## config.mk

```make
export PLATFORM = sky130hd
export DESIGN_NAME = dle_stx_etx_frame_receiver_flat
export DESIGN_NICKNAME = d
export VERILOG_FILES = /design/src/dsefr_pkg.sv /design/src/dsefr_byte_if.sv /design/src/dsefr_result_if.sv /design/src/dsefr_cfg_if.sv /design/src/dsefr_decoder.sv /design/src/dsefr_fifo.sv /design/src/dle_stx_etx_frame_receiver.sv /design/src/flat_wrapper.sv
export SDC_FILE = /design/constraint.sdc
export NUM_CORES = 1
export LEC_CHECK = 0
export ABC_AREA = 1
export BUFFER_PORTS_ARGS = -buffer_cell sky130_fd_sc_hd__clkbuf_2
export CAP_MARGIN = 15
export CORE_MARGIN = 1
export CORE_UTILIZATION = 35
export DETAILED_ROUTE_END_ITERATION = 10
export PLACE_DENSITY_LB_ADDON = 0.1
export SYNTH_ARGS = -nofsm -noshare
export SYNTH_HDL_FRONTEND = slang
export SYNTH_SLANG_ARGS = --single-unit
```

## constraint.sdc

```tcl
create_clock -name clk -period 3.4 [get_ports clk]
set_input_delay 0.34 -clock clk [delete_from_list [all_inputs] [get_ports clk]]
set_output_delay 0.34 -clock clk [all_outputs]
set_load 0.01 [all_outputs]
```

## src/dsefr_pkg.sv

```systemverilog
// ----------------------------------------------------------------------------
// dsefr_pkg
// shared constants and types for the dle/stx/etx frame receiver
// ----------------------------------------------------------------------------
package dsefr_pkg;

  // framing characters
  localparam logic [7:0] CHR_DLE = 8'h10;
  localparam logic [7:0] CHR_STX = 8'h02;
  localparam logic [7:0] CHR_ETX = 8'h03;

  // frame length limit
  localparam logic [7:0] LIMIT_MIN   = 8'd4;
  localparam logic [7:0] LIMIT_MAX   = 8'd254;
  localparam logic [7:0] LIMIT_RESET = 8'd254;

  // result status codes
  localparam logic [1:0] STATUS_DATA  = 2'd0;
  localparam logic [1:0] STATUS_END   = 2'd1;
  localparam logic [1:0] STATUS_ABORT = 2'd2;

  // result queue geometry
  localparam int FIFO_DEPTH = 4;
  localparam int FIFO_AW    = $clog2(FIFO_DEPTH);
  localparam int FIFO_CW    = FIFO_AW + 1;

  typedef struct packed {
    logic [7:0] frame_byte;
    logic [1:0] status;
    logic [7:0] frame_length;
  } result_t;

  // up to two results caused by one received byte
  typedef struct packed {
    logic [1:0] count;
    result_t    first;
    result_t    second;
  } result_pair_t;

endpackage

```

## src/dsefr_byte_if.sv

```systemverilog
// ----------------------------------------------------------------------------
// dsefr_byte_if
// received byte stream channel
// ----------------------------------------------------------------------------
interface dsefr_byte_if;
  logic       valid;
  logic       ready;
  logic [7:0] rx_byte;

  modport source (output valid, output rx_byte, input ready);
  modport sink (input valid, input rx_byte, output ready);
endinterface

```

## src/dsefr_result_if.sv

```systemverilog
// ----------------------------------------------------------------------------
// dsefr_result_if
// frame result channel
// ----------------------------------------------------------------------------
interface dsefr_result_if;
  logic       valid;
  logic       ready;
  logic [7:0] frame_byte;
  logic [1:0] status;
  logic [7:0] frame_length;

  modport source (output valid, output frame_byte, output status, output frame_length,
                  input ready);
  modport sink (input valid, input frame_byte, input status, input frame_length,
                output ready);
endinterface

```

## src/dsefr_cfg_if.sv

```systemverilog
// ----------------------------------------------------------------------------
// dsefr_cfg_if
// configuration write channel for the frame length limit
// ----------------------------------------------------------------------------
interface dsefr_cfg_if;
  logic       valid;
  logic       ready;
  logic [7:0] max_frame_len;

  modport source (output valid, output max_frame_len, input ready);
  modport sink (input valid, input max_frame_len, output ready);
endinterface

```

## src/dsefr_decoder.sv

```systemverilog
// ----------------------------------------------------------------------------
// dsefr_decoder
// framing state and per-byte decode into up to two results
// ----------------------------------------------------------------------------
module dsefr_decoder
  import dsefr_pkg::*;
(
  input  logic         clk,
  input  logic         rst,
  input  logic         advance,
  input  logic [7:0]   rx_byte,
  input  logic [7:0]   max_frame_len,
  output result_pair_t pair
);

  logic       in_frame;
  logic       dle_pending;
  logic [7:0] byte_count;

  logic       in_frame_next;
  logic       dle_pending_next;
  logic [7:0] byte_count_next;
  logic [7:0] limit;
  logic [7:0] count_inc;

  always_comb begin
    limit = max_frame_len;
    if (max_frame_len < LIMIT_MIN) begin
      limit = LIMIT_MIN;
    end else if (max_frame_len > LIMIT_MAX) begin
      limit = LIMIT_MAX;
    end
  end

  assign count_inc = byte_count + 8'd1;

  always_comb begin
    in_frame_next    = in_frame;
    dle_pending_next = dle_pending;
    byte_count_next  = byte_count;
    pair.count  = 2'd0;
    pair.first  = '{frame_byte: rx_byte, status: STATUS_DATA, frame_length: count_inc};
    pair.second = '{frame_byte: CHR_STX, status: STATUS_DATA, frame_length: 8'd2};

    if (!in_frame) begin
      if (rx_byte == CHR_DLE) begin
        dle_pending_next = !dle_pending;
      end else if (rx_byte == CHR_STX && dle_pending) begin
        // header found: replay both header bytes
        in_frame_next    = 1'b1;
        dle_pending_next = 1'b0;
        byte_count_next  = 8'd2;
        pair.count       = 2'd2;
        pair.first       = '{frame_byte: CHR_DLE, status: STATUS_DATA, frame_length: 8'd1};
      end else begin
        dle_pending_next = 1'b0;
      end
    end else if (byte_count >= limit) begin
      // overflow abandons the frame, byte is dropped
      pair.count       = 2'd1;
      pair.first       = '{frame_byte: rx_byte, status: STATUS_ABORT,
                           frame_length: byte_count};
      in_frame_next    = 1'b0;
      dle_pending_next = 1'b0;
      byte_count_next  = 8'd0;
    end else begin
      pair.count      = 2'd1;
      byte_count_next = count_inc;
      if (rx_byte == CHR_DLE) begin
        dle_pending_next = !dle_pending;
      end else if (rx_byte == CHR_ETX && dle_pending) begin
        pair.first.status = STATUS_END;
        in_frame_next     = 1'b0;
        dle_pending_next  = 1'b0;
        byte_count_next   = 8'd0;
      end else begin
        dle_pending_next = 1'b0;
      end
    end
  end

  always_ff @(posedge clk) begin
    if (rst) begin
      in_frame    <= 1'b0;
      dle_pending <= 1'b0;
      byte_count  <= 8'd0;
    end else if (advance) begin
      in_frame    <= in_frame_next;
      dle_pending <= dle_pending_next;
      byte_count  <= byte_count_next;
    end
  end

endmodule

```

## src/dsefr_fifo.sv

```systemverilog
// ----------------------------------------------------------------------------
// dsefr_fifo
// small result queue, up to two writes and one read per cycle
// ----------------------------------------------------------------------------
module dsefr_fifo
  import dsefr_pkg::*;
(
  input  logic         clk,
  input  logic         rst,
  input  logic         push_en,
  input  result_pair_t pair,
  input  logic         pop,
  output result_t      head,
  output logic         not_empty,
  output logic         has_room
);

  result_t              mem [FIFO_DEPTH];
  logic [FIFO_AW-1:0]   wr_ptr;
  logic [FIFO_AW-1:0]   rd_ptr;
  logic [FIFO_CW-1:0]   count;
  logic [1:0]           push_n;
  logic [FIFO_AW-1:0]   wr_ptr_second;

  assign push_n        = push_en ? pair.count : 2'd0;
  assign wr_ptr_second = wr_ptr + FIFO_AW'(1);
  assign not_empty     = (count != '0);
  assign has_room      = (count <= FIFO_CW'(FIFO_DEPTH - 2));
  assign head          = mem[rd_ptr];

  always_ff @(posedge clk) begin
    if (push_n != 2'd0) begin
      mem[wr_ptr] <= pair.first;
    end
    if (push_n == 2'd2) begin
      mem[wr_ptr_second] <= pair.second;
    end
  end

  always_ff @(posedge clk) begin
    if (rst) begin
      wr_ptr <= '0;
      rd_ptr <= '0;
      count  <= '0;
    end else begin
      wr_ptr <= wr_ptr + FIFO_AW'(push_n);
      if (pop) begin
        rd_ptr <= rd_ptr + FIFO_AW'(1);
      end
      count <= count + FIFO_CW'(push_n) - FIFO_CW'(pop);
    end
  end

endmodule

```

## src/dle_stx_etx_frame_receiver.sv

```systemverilog
// ----------------------------------------------------------------------------
// dle_stx_etx_frame_receiver
// finds dle/stx ... dle/etx frames in a byte stream and forwards their bytes
// ----------------------------------------------------------------------------
// path: the input register, then the result queue once it has room for two results
// throughput: one byte per cycle while the result queue has room; a frame header
//   byte adds one extra result that drains through the four-entry result queue
// reset: rst is synchronous, returns to hunting with the limit at 254
// ----------------------------------------------------------------------------
module dle_stx_etx_frame_receiver
  import dsefr_pkg::*;
(
  input logic          clk,
  input logic          rst,
  dsefr_byte_if.sink   rx,
  dsefr_result_if.source frame,
  dsefr_cfg_if.sink    cfg
);

  // frame length limit register, always ready for a write
  logic [7:0] max_frame_len;

  // input register holding one accepted byte
  logic       in_q_valid;
  logic [7:0] in_q_byte;

  // decode and queue
  result_pair_t pair;
  result_t      head;
  logic         not_empty;
  logic         has_room;
  logic         advance;
  logic         pop;

  assign cfg.ready = 1'b1;

  always_ff @(posedge clk) begin
    if (rst) begin
      max_frame_len <= LIMIT_RESET;
    end else if (cfg.valid) begin
      max_frame_len <= cfg.max_frame_len;
    end
  end

  // the held byte moves on once the queue can take two results
  assign advance  = in_q_valid && has_room;
  assign rx.ready = !in_q_valid || advance;

  always_ff @(posedge clk) begin
    if (rst) begin
      in_q_valid <= 1'b0;
    end else if (rx.ready) begin
      in_q_valid <= rx.valid;
    end
  end

  always_ff @(posedge clk) begin
    if (rx.valid && rx.ready) begin
      in_q_byte <= rx.rx_byte;
    end
  end

  dsefr_decoder u_decoder (
    .clk           (clk),
    .rst           (rst),
    .advance       (advance),
    .rx_byte       (in_q_byte),
    .max_frame_len (max_frame_len),
    .pair          (pair)
  );

  // results leave one per request
  assign pop = frame.valid && frame.ready;

  dsefr_fifo u_fifo (
    .clk       (clk),
    .rst       (rst),
    .push_en   (advance),
    .pair      (pair),
    .pop       (pop),
    .head      (head),
    .not_empty (not_empty),
    .has_room  (has_room)
  );

  assign frame.valid        = not_empty;
  assign frame.frame_byte   = head.frame_byte;
  assign frame.status       = head.status;
  assign frame.frame_length = head.frame_length;

`ifndef SYNTHESIS
  // nothing is offered right after reset
  assert property (@(posedge clk) $past(rst) |-> !frame.valid)
    else $error("result offered right after reset");

  // a held byte is kept until the queue takes its results
  assert property (@(posedge clk) disable iff (rst)
    in_q_valid && !advance |=> in_q_valid && $stable(in_q_byte))
    else $error("held byte lost while waiting for queue room");

  // a pair of results only comes from a frame header
  assert property (@(posedge clk) disable iff (rst)
    advance && pair.count == 2'd2 |-> in_q_byte == CHR_STX && pair.first.frame_byte == CHR_DLE)
    else $error("two results from a byte that is not a header");
`endif

endmodule

```

## src/flat_wrapper.sv

```systemverilog
// flat-port wrapper written by rule: the top's interface ports become plain ports
module dle_stx_etx_frame_receiver_flat import dsefr_pkg::*;
  (clk, rst, rx_valid, rx_rx_byte, rx_ready, frame_valid, frame_frame_byte, frame_status, frame_frame_length, frame_ready, cfg_valid, cfg_max_frame_len, cfg_ready);
  dsefr_byte_if rx_i ();
  dsefr_result_if frame_i ();
  dsefr_cfg_if cfg_i ();
  input logic clk;
  input logic rst;
  input wire logic [$bits(rx_i.valid)-1:0] rx_valid;
  input wire logic [$bits(rx_i.rx_byte)-1:0] rx_rx_byte;
  output wire logic [$bits(rx_i.ready)-1:0] rx_ready;
  output wire logic [$bits(frame_i.valid)-1:0] frame_valid;
  output wire logic [$bits(frame_i.frame_byte)-1:0] frame_frame_byte;
  output wire logic [$bits(frame_i.status)-1:0] frame_status;
  output wire logic [$bits(frame_i.frame_length)-1:0] frame_frame_length;
  input wire logic [$bits(frame_i.ready)-1:0] frame_ready;
  input wire logic [$bits(cfg_i.valid)-1:0] cfg_valid;
  input wire logic [$bits(cfg_i.max_frame_len)-1:0] cfg_max_frame_len;
  output wire logic [$bits(cfg_i.ready)-1:0] cfg_ready;
  assign rx_i.valid = rx_valid;
  assign rx_i.rx_byte = rx_rx_byte;
  assign rx_ready = rx_i.ready;
  assign frame_valid = frame_i.valid;
  assign frame_frame_byte = frame_i.frame_byte;
  assign frame_status = frame_i.status;
  assign frame_frame_length = frame_i.frame_length;
  assign frame_i.ready = frame_ready;
  assign cfg_i.valid = cfg_valid;
  assign cfg_i.max_frame_len = cfg_max_frame_len;
  assign cfg_ready = cfg_i.ready;
  dle_stx_etx_frame_receiver u_core (.clk(clk), .rst(rst), .rx(rx_i), .frame(frame_i), .cfg(cfg_i));
endmodule
```

==> results of run 1 <==
## kinds of logic (layout without fill, tap and decap cells)
group	after synthesis	after routing	share of synthesized area [%]
AOI/OAI and AO/OA	198	198	19.1
xor gates and xnor gates	6	6	0.981
adders and majority gates	14	14	3.41
buffers and inverters	147	181	12.2
DFF	108	108	41.8
other	1	1	0.0700
and+or+nand+nor	266	266	22.4
## cell usage after synthesis (4+ instances only)
| cell | count |
|---|---|
| sky130_fd_sc_hd__ha_1 | 13 |
| sky130_fd_sc_hd__nand2_1 | 116 |
| sky130_fd_sc_hd__a21oi_1 | 110 |
| sky130_fd_sc_hd__o21ai_0 | 67 |
| sky130_fd_sc_hd__inv_1 | 113 |
| sky130_fd_sc_hd__nand2_2 | 4 |
| sky130_fd_sc_hd__edfxtp_1 | 8 |
| sky130_fd_sc_hd__dfxtp_1 | 100 |
| sky130_fd_sc_hd__o21ai_1 | 7 |
| sky130_fd_sc_hd__nor2_1 | 68 |
| sky130_fd_sc_hd__nand3_1 | 50 |
| sky130_fd_sc_hd__clkbuf_1 | 13 |
| sky130_fd_sc_hd__buf_6 | 6 |
| sky130_fd_sc_hd__nand4_1 | 7 |
| sky130_fd_sc_hd__o22ai_1 | 6 |
| sky130_fd_sc_hd__buf_2 | 4 |
| sky130_fd_sc_hd__nor2_4 | 4 |
## cells in the final DEF (no fill, tap or decap), types with 2 or more instances in the layout
| cell type | instances |
|---|---|
| sky130_fd_sc_hd__a21oi_1 | 110 |
| sky130_fd_sc_hd__buf_4 | 5 |
| sky130_fd_sc_hd__bufinv_16 | 2 |
| sky130_fd_sc_hd__clkbuf_16 | 9 |
| sky130_fd_sc_hd__clkbuf_2 | 40 |
| sky130_fd_sc_hd__clkinvlp_4 | 2 |
| sky130_fd_sc_hd__dfxtp_1 | 100 |
| sky130_fd_sc_hd__edfxtp_1 | 8 |
| sky130_fd_sc_hd__ha_1 | 13 |
| sky130_fd_sc_hd__inv_1 | 113 |
| sky130_fd_sc_hd__inv_2 | 3 |
| sky130_fd_sc_hd__inv_4 | 3 |
| sky130_fd_sc_hd__inv_8 | 2 |
| sky130_fd_sc_hd__nand2_1 | 116 |
| sky130_fd_sc_hd__nand2_2 | 4 |
| sky130_fd_sc_hd__nand2_4 | 3 |
| sky130_fd_sc_hd__nand3_1 | 50 |
| sky130_fd_sc_hd__nand3b_1 | 2 |
| sky130_fd_sc_hd__nand4_1 | 7 |
| sky130_fd_sc_hd__nor2_1 | 68 |
| sky130_fd_sc_hd__nor2_2 | 3 |
| sky130_fd_sc_hd__nor2_4 | 4 |
| sky130_fd_sc_hd__nor3_1 | 3 |
| sky130_fd_sc_hd__nor4_1 | 3 |
| sky130_fd_sc_hd__o21a_1 | 3 |
| sky130_fd_sc_hd__o21ai_0 | 67 |
| sky130_fd_sc_hd__o21ai_1 | 7 |
| sky130_fd_sc_hd__o22ai_1 | 6 |
| sky130_fd_sc_hd__xnor2_1 | 3 |
| sky130_fd_sc_hd__xor2_1 | 3 |
## power breakdown
part           switching [mW]  total, mW  internal, mW
sequential             0.0560       1.38          1.33
combinational           0.392      0.627         0.235
clock                   0.505       1.16         0.650
## per-layer routing
layer / track usage (%) / vias to the layer above
met4: 5.95 / 0
met3: 2.55 / 11
met5: 0 / -
li1: - / 2458
met2: 32.0 / 82
met1: 25.9 / 2225
## area by class of cell
| type | instances | area [um^2] |
|---|---|---|
| repair buffers | 45 | 238 |
| well taps | 184 | 230 |
| clock buffers | 9 | 225 |
| inverters | 120 | 465 |
| clock inverters | 7 | 98.8 |
| multi-input cells | 485 | 2460 |
| flip-flops and latches | 108 | 2240 |
| fillers | 1615 | 8790 |
## state kept, by name, indices dropped and copies added, names as in the netlist, named ones only
register,flops
u_core.in_q_valid,1
u_core.u_fifo.count,3
u_core.in_q_byte,8
u_core.u_fifo.rd_ptr,2
u_core.u_decoder.dle_pending,1
u_core.u_decoder.byte_count,8
u_core.u_fifo.wr_ptr,2
u_core.u_decoder.in_frame,1
u_core.u_fifo.mem,72
u_core.max_frame_len,8
## how the worst max path moves through the flow
stage,from,to,slack (ps),cells after the start
finish,u_core.max_frame_len[3]$_SDFFE_PP1P_,u_core.u_fifo.mem[1][0]$_SDFFE_PP0P_,830,16
global route,u_core.max_frame_len[3]$_SDFFE_PP1P_,u_core.u_fifo.mem[1][0]$_SDFFE_PP0P_,430,16
CTS,u_core.max_frame_len[7]$_SDFFE_PP1P_,u_core.u_fifo.mem[1][0]$_SDFFE_PP0P_,790,15
detailed placement,u_core.max_frame_len[7]$_SDFFE_PP1P_,u_core.u_fifo.mem[1][0]$_SDFFE_PP0P_,800,15
global placement,u_core.max_frame_len[7]$_SDFFE_PP1P_,u_core.u_fifo.mem[2][0]$_SDFFE_PP0P_,870,15
floorplan,u_core.in_q_byte[2]$_DFFE_PP_,u_core.u_fifo.count[2]$_SDFF_PP0_,1210,11
## metrics by stage
step | power, mW | utilization [%] | instance area (um^2) | worst slack, ps | hold slack [ps]
6_report | 3.17 | 40.4 | 5960 | 833 | 157
5_1_grt | 3.33 | 40.4 | 5960 | 432 | 149
4_1_cts | 3.21 | 40.4 | 5960 | 789 | 146
3_5_place_dp | 2.05 | 38.2 | 5640 | 797 | 441
3_3_place_gp | 2.03 | 38.2 | 5640 | 873 | 431
2_1_floorplan | 1.81 | - | 5360 | 1210 | 421
==> run_summary.xml, run 1 <==
<?xml version="1.0" encoding="UTF-8"?>
<metrics>
  <group name="drt">
    <metric name="drt-initial-drc-count" unit="">387</metric>
    <metric name="drt-vias-per-instance" unit="">4.99</metric>
    <metric name="route.antenna.remaining_nets" unit="">0</metric>
    <metric name="avgRoutedWirePerCell" unit="um">15.1</metric>
    <metric name="drt_drc_violations_left" unit="">0</metric>
    <metric name="drtPass1Iterations" unit="">5</metric>
    <metric name="via_count" unit="">4776</metric>
    <metric name="met3_wirelength" unit="um">574</metric>
    <metric name="route.final.wire_length" unit="um">14500</metric>
    <metric name="detailroute.wirelength.met2" unit="um">6700</metric>
    <metric name="topmost_layer_with_routed_signal_wires" unit="">met4</metric>
    <metric name="m1WireLength" unit="um">7040</metric>
  </group>
  <group name="clocking">
    <metric name="cts.root.buffer_cell" unit="">sky130_fd_sc_hd__clkbuf_16</metric>
    <metric name="cts-buffers-inserted" unit="">9</metric>
    <metric name="cts-hold-fix-buffers" unit="">0</metric>
    <metric name="cts_max_path_buffers" unit="">2</metric>
    <metric name="insertion_delay" unit="ps">350</metric>
    <metric name="tritoncts" unit="">built</metric>
    <metric name="clock_sink_count" unit="">108</metric>
    <metric name="cts_repair_resize_count" unit="">0</metric>
    <metric name="cts_setup_buffers" unit="">0</metric>
    <metric name="clkTransAtPathRegs" unit="ps">70</metric>
    <metric name="cts-htree-levels" unit="">3</metric>
  </group>
  <group name="global_routing">
    <metric name="grtUsageTotal" unit="%">19.2</metric>
    <metric name="grt_pass1_wl" unit="um">23700</metric>
    <metric name="grt_max_degree" unit="">27</metric>
    <metric name="global_route.overflow_total" unit="">0</metric>
    <metric name="first_global_vias" unit="">4551</metric>
    <metric name="antenna_found_initial" unit="">0</metric>
  </group>
  <group name="floorplanning">
    <metric name="fp.dieArea" unit="um^2">15800</metric>
    <metric name="die_height" unit="um">126</metric>
    <metric name="num_rows" unit="">44</metric>
    <metric name="core_footprint" unit="um^2">14800</metric>
    <metric name="io-pin-count" unit="">42</metric>
    <metric name="initial_core_util" unit="%">36.3</metric>
    <metric name="die_w" unit="um">126</metric>
  </group>
  <group name="job">
    <metric name="max_cap_viol_count" unit="">0</metric>
  </group>
  <group name="setup_path">
    <metric name="worstRegToRegCells" unit="">16</metric>
    <metric name="ff2ff_setup_slack" unit="ps">830</metric>
    <metric name="slowest_stage" unit="">sky130_fd_sc_hd__dfxtp_1</metric>
    <metric name="crit_chain" unit="">nor4_1 -&gt; nand3_1 -&gt; nand2_1 -&gt; a41oi_1 -&gt; ha_1 -&gt; nand2_1 -&gt; nand3_1 -&gt; nand2_1 -&gt; nand2_1 -&gt; nand2_1 -&gt; nand2_1 -&gt; nand2_1 -&gt; o21ai_0 -&gt; nand3_1 -&gt; nand2_1 -&gt; inv_1</metric>
    <metric name="critPathMaxFanout" unit="">12</metric>
    <metric name="r2r-start" unit="">u_core.max_frame_len[3]$_SDFFE_PP1P_</metric>
    <metric name="worst_path_most_repeated_cell" unit="">sky130_fd_sc_hd__nand2_1</metric>
    <metric name="worst-endpoint-required" unit="ps">3660</metric>
    <metric name="regToRegEndpoint" unit="">u_core.u_fifo.mem[1][0]$_SDFFE_PP0P_</metric>
    <metric name="worstSetupStartpointType" unit="">flip-flop</metric>
    <metric name="cp-end-kind" unit="">flip-flop</metric>
    <metric name="worst-path-buf-inv" unit="">1</metric>
    <metric name="timing.critical_path.max_delay_family" unit="">simple AND/OR/NAND/NOR gates</metric>
    <metric name="path_class" unit="">reg -&gt; reg</metric>
    <metric name="cpPeakStageDelay" unit="ps">320</metric>
    <metric name="cp.arrival" unit="ps">2830</metric>
  </group>
  <group name="min_path">
    <metric name="hold_path_startpoint" unit="">rx_rx_byte[5]</metric>
    <metric name="min_path_cells" unit="">1</metric>
    <metric name="holdPathEnd" unit="">u_core.in_q_byte[5]$_DFFE_PP_</metric>
    <metric name="timing.hold.worst.class" unit="">in -&gt; reg</metric>
  </group>
  <group name="final_layout">
    <metric name="area_growth_syn_to_layout" unit="%">11.3</metric>
    <metric name="fraction_of_final_layout_cells_sized_beyond_drive_strength_1" unit="%">11.1</metric>
    <metric name="diode_insertion_count_for_antenna_repair" unit="">0</metric>
    <metric name="fin_cells" unit="">958</metric>
    <metric name="layout.nets" unit="">804</metric>
  </group>
  <group name="place">
    <metric name="gp_congestion" unit="">0.818</metric>
    <metric name="place_inst" unit="">942</metric>
    <metric name="dp.final_hpwl" unit="um">9760</metric>
    <metric name="io_buffers" unit="">40</metric>
  </group>
  <group name="power">
    <metric name="vdd_ir_drop_max" unit="V">0.000277</metric>
    <metric name="leakagePower" unit="nW">3.05</metric>
    <metric name="power-per-cell-area" unit="nW/um^2">531</metric>
  </group>
  <group name="synth">
    <metric name="synth.net_count" unit="">775</metric>
    <metric name="synth_seq_area_share" unit="%">41.8</metric>
    <metric name="post_synth.cell_area_avg" unit="um^2">7.24</metric>
    <metric name="ys_seq_elements" unit="">108</metric>
    <metric name="synth_enable_flop_cells" unit="">8</metric>
    <metric name="syn-cell-area" unit="um^2">5360</metric>
    <metric name="synth.distinct_cells" unit="">41</metric>
    <metric name="async_flop_share" unit="%">0</metric>
    <metric name="synthesis.instances" unit="">740</metric>
    <metric name="netlist_top_cells_area" unit="">sky130_fd_sc_hd__dfxtp_1 37%, sky130_fd_sc_hd__a21oi_1 10%, sky130_fd_sc_hd__nand2_1 8.1%, sky130_fd_sc_hd__inv_1 7.9%, sky130_fd_sc_hd__o21ai_0 6.3%</metric>
    <metric name="yosys_warnings" unit="">0</metric>
    <metric name="netlist.area_leader.share" unit="%">37.4</metric>
    <metric name="synth_top_area_cell" unit="">sky130_fd_sc_hd__dfxtp_1</metric>
    <metric name="dominantRegCellSynth" unit="">sky130_fd_sc_hd__dfxtp_1</metric>
  </group>
  <group name="timing">
    <metric name="clock.fmax" unit="MHz">389</metric>
    <metric name="setup-violations-final" unit="">0</metric>
    <metric name="relSlewSlack" unit="%">45.1</metric>
    <metric name="rsz0062_at_grt" unit="">false</metric>
    <metric name="fin_setup_tns" unit="ps">0</metric>
    <metric name="min_period" unit="ps">2570</metric>
    <metric name="final.period_utilization" unit="%">75.5</metric>
    <metric name="hold_violations" unit="">0</metric>
    <metric name="tightest_slew" unit="ps">824</metric>
    <metric name="finClkSkew" unit="ps">8.86</metric>
    <metric name="timing.final.max_slew_violations" unit="">0</metric>
  </group>
  <group name="outcome">
    <metric name="status" unit="">finished, final reports clean</metric>
  </group>
</metrics>
Note: power is estimated with default switching activity, not from simulation.
==> run 2: changes to the inputs <==
Clock period 3.4 ns to 2.6 ns, I/O delays scaled along.
==> run_summary.xml, run 2 (synthesized netlist as in run 1, its figures left out) <==
<?xml version="1.0" encoding="UTF-8"?>
<metrics>
  <group name="clocking">
    <metric name="cts_max_path_buffers" unit="">2</metric>
    <metric name="tritoncts" unit="">built</metric>
    <metric name="clock_sink_count" unit="">108</metric>
    <metric name="cts.root.buffer_cell" unit="">sky130_fd_sc_hd__clkbuf_16</metric>
    <metric name="clkTransAtPathRegs" unit="ps">70</metric>
    <metric name="cts-htree-levels" unit="">3</metric>
    <metric name="cts-buffers-inserted" unit="">9</metric>
    <metric name="insertion_delay" unit="ps">360</metric>
  </group>
  <group name="drt">
    <metric name="route.antenna.remaining_nets" unit="">0</metric>
    <metric name="avgRoutedWirePerCell" unit="um">15.0</metric>
    <metric name="detailroute.wirelength.met2" unit="um">6680</metric>
    <metric name="drt-vias-per-instance" unit="">4.96</metric>
    <metric name="route.final.wire_length" unit="um">14500</metric>
    <metric name="met3_wirelength" unit="um">624</metric>
    <metric name="drt-initial-drc-count" unit="">356</metric>
    <metric name="via_count" unit="">4783</metric>
    <metric name="drtPass1Iterations" unit="">5</metric>
    <metric name="m1WireLength" unit="um">6940</metric>
    <metric name="drt_drc_violations_left" unit="">0</metric>
    <metric name="topmost_layer_with_routed_signal_wires" unit="">met4</metric>
  </group>
  <group name="outcome">
    <metric name="status" unit="">finished, final reports clean</metric>
  </group>
  <group name="setup_path">
    <metric name="path_class" unit="">reg -&gt; reg</metric>
    <metric name="timing.critical_path.max_delay_family" unit="">adder cells</metric>
    <metric name="cpPeakStageDelay" unit="ps">530</metric>
    <metric name="worstSetupStartpointType" unit="">flip-flop</metric>
    <metric name="worstRegToRegCells" unit="">11</metric>
    <metric name="ff2ff_setup_slack" unit="ps">160</metric>
    <metric name="slowest_stage" unit="">sky130_fd_sc_hd__edfxtp_1</metric>
    <metric name="cp-end-kind" unit="">flip-flop</metric>
    <metric name="cp.arrival" unit="ps">2680</metric>
    <metric name="worst_path_most_repeated_cell" unit="">sky130_fd_sc_hd__nor2_4</metric>
    <metric name="regToRegEndpoint" unit="">u_core.u_fifo.count[2]$_SDFF_PP0_</metric>
    <metric name="r2r-start" unit="">u_core.in_q_byte[2]$_DFFE_PP_</metric>
    <metric name="crit_chain" unit="">nor2_4 -&gt; nand4_2 -&gt; nor2_4 -&gt; nand2_4 -&gt; nor2_4 -&gt; inv_1 -&gt; ha_1 -&gt; fa_1 -&gt; xor2_1 -&gt; inv_1 -&gt; nor2_1</metric>
    <metric name="worst-endpoint-required" unit="ps">2840</metric>
    <metric name="critPathLaunch" unit="">u_core.in_q_byte[2]$_DFFE_PP_</metric>
    <metric name="critPathMaxFanout" unit="">5</metric>
    <metric name="worst-path-buf-inv" unit="">2</metric>
  </group>
  <group name="final_layout">
    <metric name="layout.cells.most_common_list" unit="">115 x sky130_fd_sc_hd__nand2_1, 112 x sky130_fd_sc_hd__inv_1, 110 x sky130_fd_sc_hd__a21oi_1</metric>
    <metric name="mostFrequentLayoutCell" unit="">sky130_fd_sc_hd__nand2_1</metric>
    <metric name="fraction_of_final_layout_cells_sized_beyond_drive_strength_1" unit="%">12.3</metric>
    <metric name="diode_insertion_count_for_antenna_repair" unit="">0</metric>
    <metric name="finalCoreUtilization" unit="%">40.6</metric>
    <metric name="largest-register" unit="">u_core.u_fifo.mem</metric>
    <metric name="num-fill-cells" unit="">1566</metric>
    <metric name="largest_register_ffs" unit="">72</metric>
    <metric name="layout.nets" unit="">811</metric>
    <metric name="area_growth_syn_to_layout" unit="%">11.8</metric>
  </group>
  <group name="timing">
    <metric name="setup-violations-final" unit="">0</metric>
    <metric name="tightest_slew" unit="ps">703</metric>
    <metric name="relSlewSlack" unit="%">52.9</metric>
    <metric name="fin_setup_tns" unit="ps">0</metric>
    <metric name="clock.fmax" unit="MHz">410</metric>
    <metric name="final_worst_setup_slack" unit="ps">163</metric>
    <metric name="final.period_utilization" unit="%">93.7</metric>
    <metric name="fin_hold_ws" unit="ps">73.9</metric>
    <metric name="rsz0062_at_grt" unit="">true</metric>
    <metric name="min_period" unit="ps">2440</metric>
    <metric name="hold_violations" unit="">0</metric>
    <metric name="finClkSkew" unit="ps">11.5</metric>
    <metric name="timing.final.max_slew_violations" unit="">0</metric>
  </group>
  <group name="place">
    <metric name="gp_congestion" unit="">0.780</metric>
    <metric name="pre_cts_ws" unit="ps">123</metric>
    <metric name="io_buffers" unit="">40</metric>
    <metric name="dp.final_hpwl" unit="um">9860</metric>
  </group>
  <group name="global_routing">
    <metric name="global_route.overflow_total" unit="">0</metric>
    <metric name="grt_pass1_wl" unit="um">23300</metric>
    <metric name="grtUsageTotal" unit="%">19.0</metric>
    <metric name="antenna_found_initial" unit="">0</metric>
    <metric name="first_global_vias" unit="">4481</metric>
    <metric name="grt_max_degree" unit="">49</metric>
  </group>
  <group name="power">
    <metric name="vdd_ir_drop_max" unit="V">0.000325</metric>
    <metric name="leakagePower" unit="nW">3.06</metric>
    <metric name="finalPower" unit="mW">3.92</metric>
    <metric name="power-per-cell-area" unit="nW/um^2">654</metric>
  </group>
  <group name="floorplanning">
    <metric name="die_w" unit="um">126</metric>
    <metric name="num_rows" unit="">44</metric>
    <metric name="io-pin-count" unit="">42</metric>
    <metric name="initial_core_util" unit="%">36.3</metric>
    <metric name="fp.dieArea" unit="um^2">15800</metric>
    <metric name="core_footprint" unit="um^2">14800</metric>
    <metric name="die_height" unit="um">126</metric>
  </group>
  <group name="min_path">
    <metric name="timing.hold.worst.class" unit="">in -&gt; reg</metric>
    <metric name="min_path_cells" unit="">1</metric>
    <metric name="holdPathEnd" unit="">u_core.in_q_byte[6]$_DFFE_PP_</metric>
    <metric name="hold_path_startpoint" unit="">rx_rx_byte[6]</metric>
  </group>
  <group name="job">
    <metric name="max_cap_viol_count" unit="">0</metric>
  </group>
</metrics>
[run 2: cell type report]
| class | instances | area, um^2 | share of cell area (%) |
|---|---|---|---|
| clock buffer | 11 | 233 | 3.89 |
| tap | 184 | 230 | 3.84 |
| sequential | 108 | 2240 | 37.4 |
| clock inverter | 5 | 36.3 | 0.606 |
| inverter | 120 | 469 | 7.83 |
| timing repair buffer | 52 | 294 | 4.91 |
| multi-input combinational | 485 | 2480 | 41.5 |
[run 2: power breakdown]
part	switching (mW)	internal, mW	total, mW
logic	0.532	0.306	0.838
clock network	0.642	0.653	1.30
registers	0.0494	1.74	1.79
[run 2: worst max path at each step]
stage / end / depth (start not counted) / slack, ps
global placement: u_core.u_fifo.count[2]$_SDFF_PP0_ / 11 / 150
detailed placement: u_core.u_fifo.count[2]$_SDFF_PP0_ / 11 / 120
floorplan: u_core.u_fifo.count[2]$_SDFF_PP0_ / 11 / 410
CTS: u_core.u_fifo.count[2]$_SDFF_PP0_ / 11 / 110
global route: u_core.u_fifo.count[2]$_SDFF_PP0_ / 11 / 10
finish: u_core.u_fifo.count[2]$_SDFF_PP0_ / 11 / 160
[run 2: layer usage]
layer  global-route usage [%]  vias to the layer above
met2                     31.0                      102
met1                     25.7                     2193
met3                     2.34                       13
li1                         -                     2475
met5                        0                        -
met4                     7.23                        0
[run 2: through the flow]
stage	std cells	instance area [um^2]
6_report	965	5990
5_1_grt	965	5990
4_1_cts	963	5950
3_5_place_dp	947	5680
3_3_place_gp	947	5680
2_1_floorplan	740	5360
[run 2: timing repair]
item,in CTS,in global routing
resized for setup,0,6
setup buffers,0,2
hold buffers,0,0
setup endpoints to repair,0,40
